`config.mk`:
```
export PLATFORM = sky130hd
export DESIGN_NAME = brei_ctrl
export DESIGN_NICKNAME = d
export VERILOG_FILES = /design/src/design/brei_pkg.sv /design/src/design/brei_ctrl.sv
export SDC_FILE = /design/constraint.sdc
export NUM_CORES = 1
export LEC_CHECK = 0
export BUFFER_PORTS_ARGS = -buffer_cell sky130_fd_sc_hd__buf_2
export CAP_MARGIN = 10
export CELL_PAD_IN_SITES_DETAIL_PLACEMENT = 0
export CELL_PAD_IN_SITES_GLOBAL_PLACEMENT = 1
export CORE_UTILIZATION = 30
export CTS_BUF_LIST = sky130_fd_sc_hd__clkbuf_2
export CTS_CLUSTER_DIAMETER = 60
export DETAILED_ROUTE_END_ITERATION = 8
export MAX_ROUTING_LAYER = met4
export PLACE_DENSITY_LB_ADDON = 0.1
export SLEW_MARGIN = 20
export SYNTH_ARGS = -nofsm -noshare
export SYNTH_HDL_FRONTEND = slang
export SYNTH_SLANG_ARGS = --single-unit
```
`constraint.sdc`:
```
create_clock -name aclk -period 1.35 [get_ports aclk]
set_clock_uncertainty 0.05 [all_clocks]
set_input_delay 0.27 -clock aclk [delete_from_list [all_inputs] [get_ports aclk]]
set_output_delay 0.27 -clock aclk [all_outputs]
set_load 0.02 [all_outputs]
```
`src/design/brei_pkg.sv`:
```
// Types and constants shared by the body rate integrator modules.
`timescale 1ns / 1ps
package brei_pkg;

    // Configuration register file
    localparam int CFG_ADDR_W = 2;
    localparam int INERTIA_W  = 31;
    localparam int STEP_W     = 17;
    localparam int CFG_DATA_W = INERTIA_W;

    localparam logic [CFG_ADDR_W-1:0] CFG_IDX_ROLL_INERTIA  = 2'd0;
    localparam logic [CFG_ADDR_W-1:0] CFG_IDX_TRANS_INERTIA = 2'd1;
    localparam logic [CFG_ADDR_W-1:0] CFG_IDX_TIME_STEP     = 2'd2;

    localparam logic [INERTIA_W-1:0] INERTIA_RST   = 31'd65536;
    localparam logic [STEP_W-1:0]    TIME_STEP_RST = 17'd655;

    // rad/s to deg/s scale, Q16.16 (57.2958)
    localparam int               DEG_CONST_W  = 23;
    localparam logic [DEG_CONST_W-1:0] RAD2DEG_Q16 = 23'd3754936;
    localparam int               DEG_SHIFT    = 16;

    typedef enum logic [1:0] {
        AX_ROLL,
        AX_PITCH,
        AX_YAW
    } axis_t;

    // Datapath operations issued by the controller
    typedef enum logic [3:0] {
        OP_NONE,
        OP_LOAD,
        OP_DIV_START,
        OP_DIV_STEP,
        OP_DIV_FIN,
        OP_MUL_INT,
        OP_WB_INT,
        OP_MUL_DR,
        OP_WB_T1,
        OP_MUL_T,
        OP_WB_T,
        OP_MUL_DEG,
        OP_WB_DEG,
        OP_OUT
    } dp_op_t;

    typedef struct packed {
        dp_op_t op;
        axis_t  axis;
    } dp_cmd_t;

    typedef struct packed {
        logic div_last;
    } dp_status_t;

    typedef enum logic [3:0] {
        ST_IDLE,
        ST_DIV_START,
        ST_DIV,
        ST_DIV_FIN,
        ST_MUL_INT,
        ST_WB_INT,
        ST_MUL_DR,
        ST_WB_T1,
        ST_MUL_T,
        ST_WB_T,
        ST_MUL_DEG,
        ST_WB_DEG,
        ST_OUT
    } ctrl_state_t;

endpackage

```
`src/design/brei_ctrl.sv`:
```
// Sequencer for the body rate integrator: one item at a time through the datapath.
`timescale 1ns / 1ps
module brei_ctrl (
    input  logic                 aclk,
    input  logic                 aresetn,
    input  logic                 s_tvalid,
    output logic                 s_tready,
    output logic                 m_tvalid,
    input  logic                 m_tready,
    input  brei_pkg::dp_status_t status,
    output brei_pkg::dp_cmd_t    cmd
);
    import brei_pkg::*;

    ctrl_state_t state_reg, state_next;
    axis_t       axis_reg, axis_next;
    logic        out_valid_reg, out_valid_next;
    logic        accept;
    logic        out_free;

    assign accept   = s_tvalid && (state_reg == ST_IDLE);
    assign out_free = !out_valid_reg || m_tready;

    // Next state
    always_comb begin
        state_next = state_reg;
        axis_next  = axis_reg;
        unique case (state_reg)
            ST_IDLE: begin
                if (accept) begin
                    state_next = ST_DIV_START;
                    axis_next  = AX_ROLL;
                end
            end
            ST_DIV_START: state_next = ST_DIV;
            ST_DIV: begin
                if (status.div_last) state_next = ST_DIV_FIN;
            end
            ST_DIV_FIN: state_next = ST_MUL_INT;
            ST_MUL_INT: state_next = ST_WB_INT;
            ST_WB_INT: begin
                unique case (axis_reg)
                    AX_ROLL: begin
                        axis_next  = AX_PITCH;
                        state_next = ST_MUL_DR;
                    end
                    AX_PITCH: begin
                        axis_next  = AX_YAW;
                        state_next = ST_MUL_T;
                    end
                    AX_YAW: begin
                        axis_next  = AX_ROLL;
                        state_next = ST_MUL_DEG;
                    end
                    default: state_next = ST_IDLE;
                endcase
            end
            ST_MUL_DR: state_next = ST_WB_T1;
            ST_WB_T1:  state_next = ST_MUL_T;
            ST_MUL_T:  state_next = ST_WB_T;
            ST_WB_T:   state_next = ST_DIV_START;
            ST_MUL_DEG: state_next = ST_WB_DEG;
            ST_WB_DEG: begin
                unique case (axis_reg)
                    AX_ROLL: begin
                        axis_next  = AX_PITCH;
                        state_next = ST_MUL_DEG;
                    end
                    AX_PITCH: begin
                        axis_next  = AX_YAW;
                        state_next = ST_MUL_DEG;
                    end
                    AX_YAW:  state_next = ST_OUT;
                    default: state_next = ST_IDLE;
                endcase
            end
            ST_OUT: begin
                if (out_free) state_next = ST_IDLE;
            end
            default: state_next = ST_IDLE;
        endcase
    end

    // Command outputs
    always_comb begin
        cmd.axis = axis_reg;
        cmd.op   = OP_NONE;
        unique case (state_reg)
            ST_IDLE:      cmd.op = accept ? OP_LOAD : OP_NONE;
            ST_DIV_START: cmd.op = OP_DIV_START;
            ST_DIV:       cmd.op = OP_DIV_STEP;
            ST_DIV_FIN:   cmd.op = OP_DIV_FIN;
            ST_MUL_INT:   cmd.op = OP_MUL_INT;
            ST_WB_INT:    cmd.op = OP_WB_INT;
            ST_MUL_DR:    cmd.op = OP_MUL_DR;
            ST_WB_T1:     cmd.op = OP_WB_T1;
            ST_MUL_T:     cmd.op = OP_MUL_T;
            ST_WB_T:      cmd.op = OP_WB_T;
            ST_MUL_DEG:   cmd.op = OP_MUL_DEG;
            ST_WB_DEG:    cmd.op = OP_WB_DEG;
            ST_OUT:       cmd.op = out_free ? OP_OUT : OP_NONE;
            default:      cmd.op = OP_NONE;
        endcase
    end

    // Output beat holding register
    always_comb begin
        out_valid_next = out_valid_reg;
        if ((state_reg == ST_OUT) && out_free) out_valid_next = 1'b1;
        else if (m_tready)                     out_valid_next = 1'b0;
    end

    always_ff @(posedge aclk) begin
        if (!aresetn) begin
            state_reg     <= ST_IDLE;
            axis_reg      <= AX_ROLL;
            out_valid_reg <= 1'b0;
        end else begin
            state_reg     <= state_next;
            axis_reg      <= axis_next;
            out_valid_reg <= out_valid_next;
        end
    end

    assign s_tready = (state_reg == ST_IDLE);
    assign m_tvalid = out_valid_reg;

endmodule

```
**Yosys cells after proc, flatten, opt, wreduce, memory -nomap -nowiden**

Cells that the tools add are included.

- $mul: 0
- Reductions and logical operators: 11
- Bitwise operators: 0
- Eq/ne operators: 19
- Shift-type cells: 0
- Multiplexer cells: 15
- Div/mod/pow operators: 0
- Order comparisons: 0
- $add $sub $neg: 0

Operators with widths:

| kind | number |
|---|---|
| $pmux W4 S13 | 2 |
| $eq A4 B4 Y1 const B | 5 |
| $eq A4 B3 Y1 const B | 4 |
| $mux W4 | 4 |
| $pmux W2 S3 | 2 |
| $pmux W4 S3 | 1 |
| $eq A4 B2 Y1 const B | 2 |
| $pmux W4 S2 | 1 |
| $eq A4 B1 Y1 const B | 1 |
| $logic_not A4 Y1 | 1 |
| $ne A2 B2 Y1 const B | 2 |
| $ne A4 B1 Y1 const B | 1 |
| $pmux W2 S2 | 1 |
| $reduce_and A4 Y1 | 1 |
| $mux W1 | 3 |
| $ne A3 B1 Y1 const B | 1 |
| $reduce_and A3 Y1 | 1 |
| $reduce_bool A3 Y1 | 1 |
| $eq A2 B1 Y1 const B | 1 |
| $eq A2 B2 Y1 const B | 1 |
| $logic_and A1 B1 Y1 | 2 |
| $logic_not A2 Y1 | 1 |
| $mux W2 | 1 |
| $ne A2 B1 Y1 const B | 1 |
| 4 further kinds | 4 |

- Memory bits (writable): 0
- Memory bits (read-only): 0
- Flip-flop bits (word level): 7
- Memories kept: 0
- Latch bits: 0

**Longest topological paths before layout**

- Depth after elaboration: 4
- Depth in mapped cells: 6

**Least setup slack after synthesis**

OpenSTA, ideal clock, no wires.

- Path type: register to register
- Start point: reg axis_reg[0]
- End point: reg axis_reg[0]
- Setup time: 0.119 ns
- Setup slack: -0.289 ns
- Required time: 1.181 ns
- Path buffers: 0
- Period minus slack after synthesis: 1.639 ns
- Stages on the path, launching flop included: 6
- Data arrival time: 1.470 ns
- Path through: dfxtp_1 > inv_1 > ha_1 > nor3_1 > a221oi_2 > o221a_1

- Word-level cells in the longest chain between the ends: 3
- Elaborated cells between the ends (all ways): 9

Ends and longest elaborated chain:

| what | line | RTL |
|---|---|---|
| start: declaration | brei_ctrl.sv:16 | `axis_t axis_reg, axis_next;` |
| start signal: assignment | brei_ctrl.sv:120 | `axis_reg <= axis_next;` |
| $eq A2 B2 Y1, or another cell as far along | brei_ctrl.sv:42 | `unique case (axis_reg)` |
| $pmux W2 S3, or another cell as far along | brei_ctrl.sv:42 |  |
| $pmux W2 S3 or $reduce_and A4 Y1 (tied branches) | -- |  |

Several ways; a longest one is shown, not always the timed one.
A chain may end at the register's enable or synchronous reset.

==> impl_metrics.tcl <==
set metrics [dict create \
    wl_per_cell_um 13.7 \
    crit_required_ns 1.03 \
    io_pins 13 \
    synth-async-reset-ratio_pct 0 \
    crit_chain "buf_6, and3b_2, a21o_1, buf_6" \
    vdd_drop_max_mv 0.340 \
    area.growth.synth_to_final_pct 78.0 \
    yosysTopAreaCell "dfxtp_1" \
    antenna_found_initial 0 \
    ys_warn_count 0 \
    root_buffer "clkbuf_2" \
    dr.pass1.iters 4 \
    clk_latency_ns 0.25 \
    drt_iter0_markers 28 \
    violations "setup timing" \
    power_uw 797 \
    maxSlewViolCount 0 \
    largest_reg_flops 4 \
    cts_buffer_depth 2 \
    nFillCells 182 \
    die_area_um2 2410 \
    cp_max_fo 5 \
    synth_cell_types 38 \
    setup.worst_path.end_class "output pin" \
    crit_path_max_incr_delay_ns 0.41 \
    diodes 0 \
    startpoint_type "flop" \
    arrival_ns 1.26 \
    htreeDepth 1 \
    viasPerCell 5.19 \
    synth_ff_type "dfxtp_1" \
    grt_pass1_vias 761 \
    chipWidth_um 49.1 \
    fin_ws_ns -0.231 \
    place_area_um2 917 \
    cts_sinks 7 \
    syn-cell-area_um2 664 \
    relSlewSlack_pct 82.5 \
    grt_pass1_wl_mm 3.53 \
    grt_util_all_layers_pct 19.4 \
    post-route-min-period_ns 1.58 \
    num_rows 16 \
    grt-ovfl-total 0 \
    synth.area.top_cells "dfxtp_1, ha_1, a21oi_1" \
    ant_nets 0 \
    clk_pin_slew_worst_paths_ns 0.09 \
    worst_pin_slew_ns 0.262 \
    post-route-period-util_pct 117 \
    finalNetCount 134 \
    hold_violations 0 \
    final_area_um2 1180 \
    synth_cells 82 \
    worstSetupPathType "flop to output pin" \
    coreArea_um2 2020 \
    status "finished, violations left" \
    hold_path.class "input pin to flop" \
    yosysSeqAreaShare_pct 21.1 \
    grt_setup_unrepaired "true" \
    synth_top_area_share_pct 21.1 \
    gp_congestion 0.826 \
    syn-num-nets 93 \
    io_buffers 12 \
    holdBufCountCts 0 \
    drive_gt1_share_pct 66.4 \
    worst_path_max_delay_cell "dfxtp_4" \
    die_y_um 49.1 \
    netlist_top_cells_count "a21oi_1, dfxtp_1, inv_1, ha_1, o21ai_0" \
    p_leak_nw 0.509 \
    synth_seq_cells 7 \
    maxCapViolations 0 \
    path_buf_inv 2 \
    tritoncts "done" \
    synth_edf_count 0 \
    crit_family "flip-flops" \
    grt_max_degree 12 \
    power_density_nw_per_um2 674 \
    routed_wl_mm 2.04 \
    crit_top_cell "buf_6" \
    drc 0 \
    setup_violations 8 \
    post_synth.cell_area_avg_um2 8.10 \
    dp_hpwl_mm 1.36 \
    tritoncts.num_buffers 3 \
    vias 774 \
    fmax_mhz 633 \
    initial_utilization_pct 32.9 \
]
## per-stage QoR
stage,std cells,setup slack [ns],util (%),setup TNS [ns],hold slack (ns)
2_1_floorplan,82,-0.200,-,-0.518,0.341
3_3_place_gp,139,-0.148,45.4,-0.498,0.511
3_5_place_dp,139,-0.145,45.4,-0.481,0.518
4_1_cts,148,-0.206,53.5,-1.38,0.252
5_1_grt,149,-0.292,58.5,-2.08,0.242
6_report,149,-0.231,58.5,-1.42,0.240
## routing by layer
metal  track usage [%]  share of wire [%]
met1              24.1                 49
met2              31.5                 48
met3              2.80                2.1
met4              7.35                1.0
met5                 -                  0
## final timing paths
check / to / slack (ns) / startpoint / cells past startpoint
worst max-delay path: cmd[4] / -0.23 / state_reg[2] / 4
worst max register to register: axis_reg[1] / -0.18 / state_reg[1] / 5
worst min-delay path: axis_reg[0] / 0.24 / aresetn / 2
worst min register to register: m_tvalid / 0.56 / m_tvalid / 3
## report_power, final
part	internal (mW)	total [mW]	switching, mW
logic	0.206	0.388	0.182
clock network	0.0787	0.174	0.0950
registers	0.218	0.236	0.0182
## final cells by class
cell class              count  area [µm²]  share of cell area (%)
repair buffers             43         362                    30.6
inverters                   7        26.3                    2.22
flip-flops and latches      7         159                    13.4
well taps                  27        33.8                    2.86
multi-input cells          61         582                    49.2
clock buffers               4        20.0                    1.69
## cell families after synthesis
kind of cell / count (synthesis) / synth area share, %
simple gates: 24 / 23.5
xor+xnor: 1 / 1.32
flops: 7 / 21.1
buf+inv: 14 / 10.2
fa+ha+maj: 6 / 11.3
compound gates: 28 / 29.6
mux: 2 / 3.01
## placed cells by master, fill, tap and decap left out, types with 3 or more instances in the layout
master,count
buf_4,21
buf_6,15
inv_1,7
buf_2,7
a21oi_1,5
o21ai_1,4
clkbuf_2,4
dfxtp_4,4
o21ai_0,3
nor2_1,3
a211oi_2,3
nand2_1,3
ha_1,3
dfxtp_2,3
## repair_timing
action | in CTS | in global routing
gates cloned | 0 | 0
setup endpoints to repair | 10 | 10
pin swaps | 10 | 7
gates resized for setup | 30 | 27
buffers inserted | 5 | 1
No activity file was read; power rests on OpenSTA's default activity.
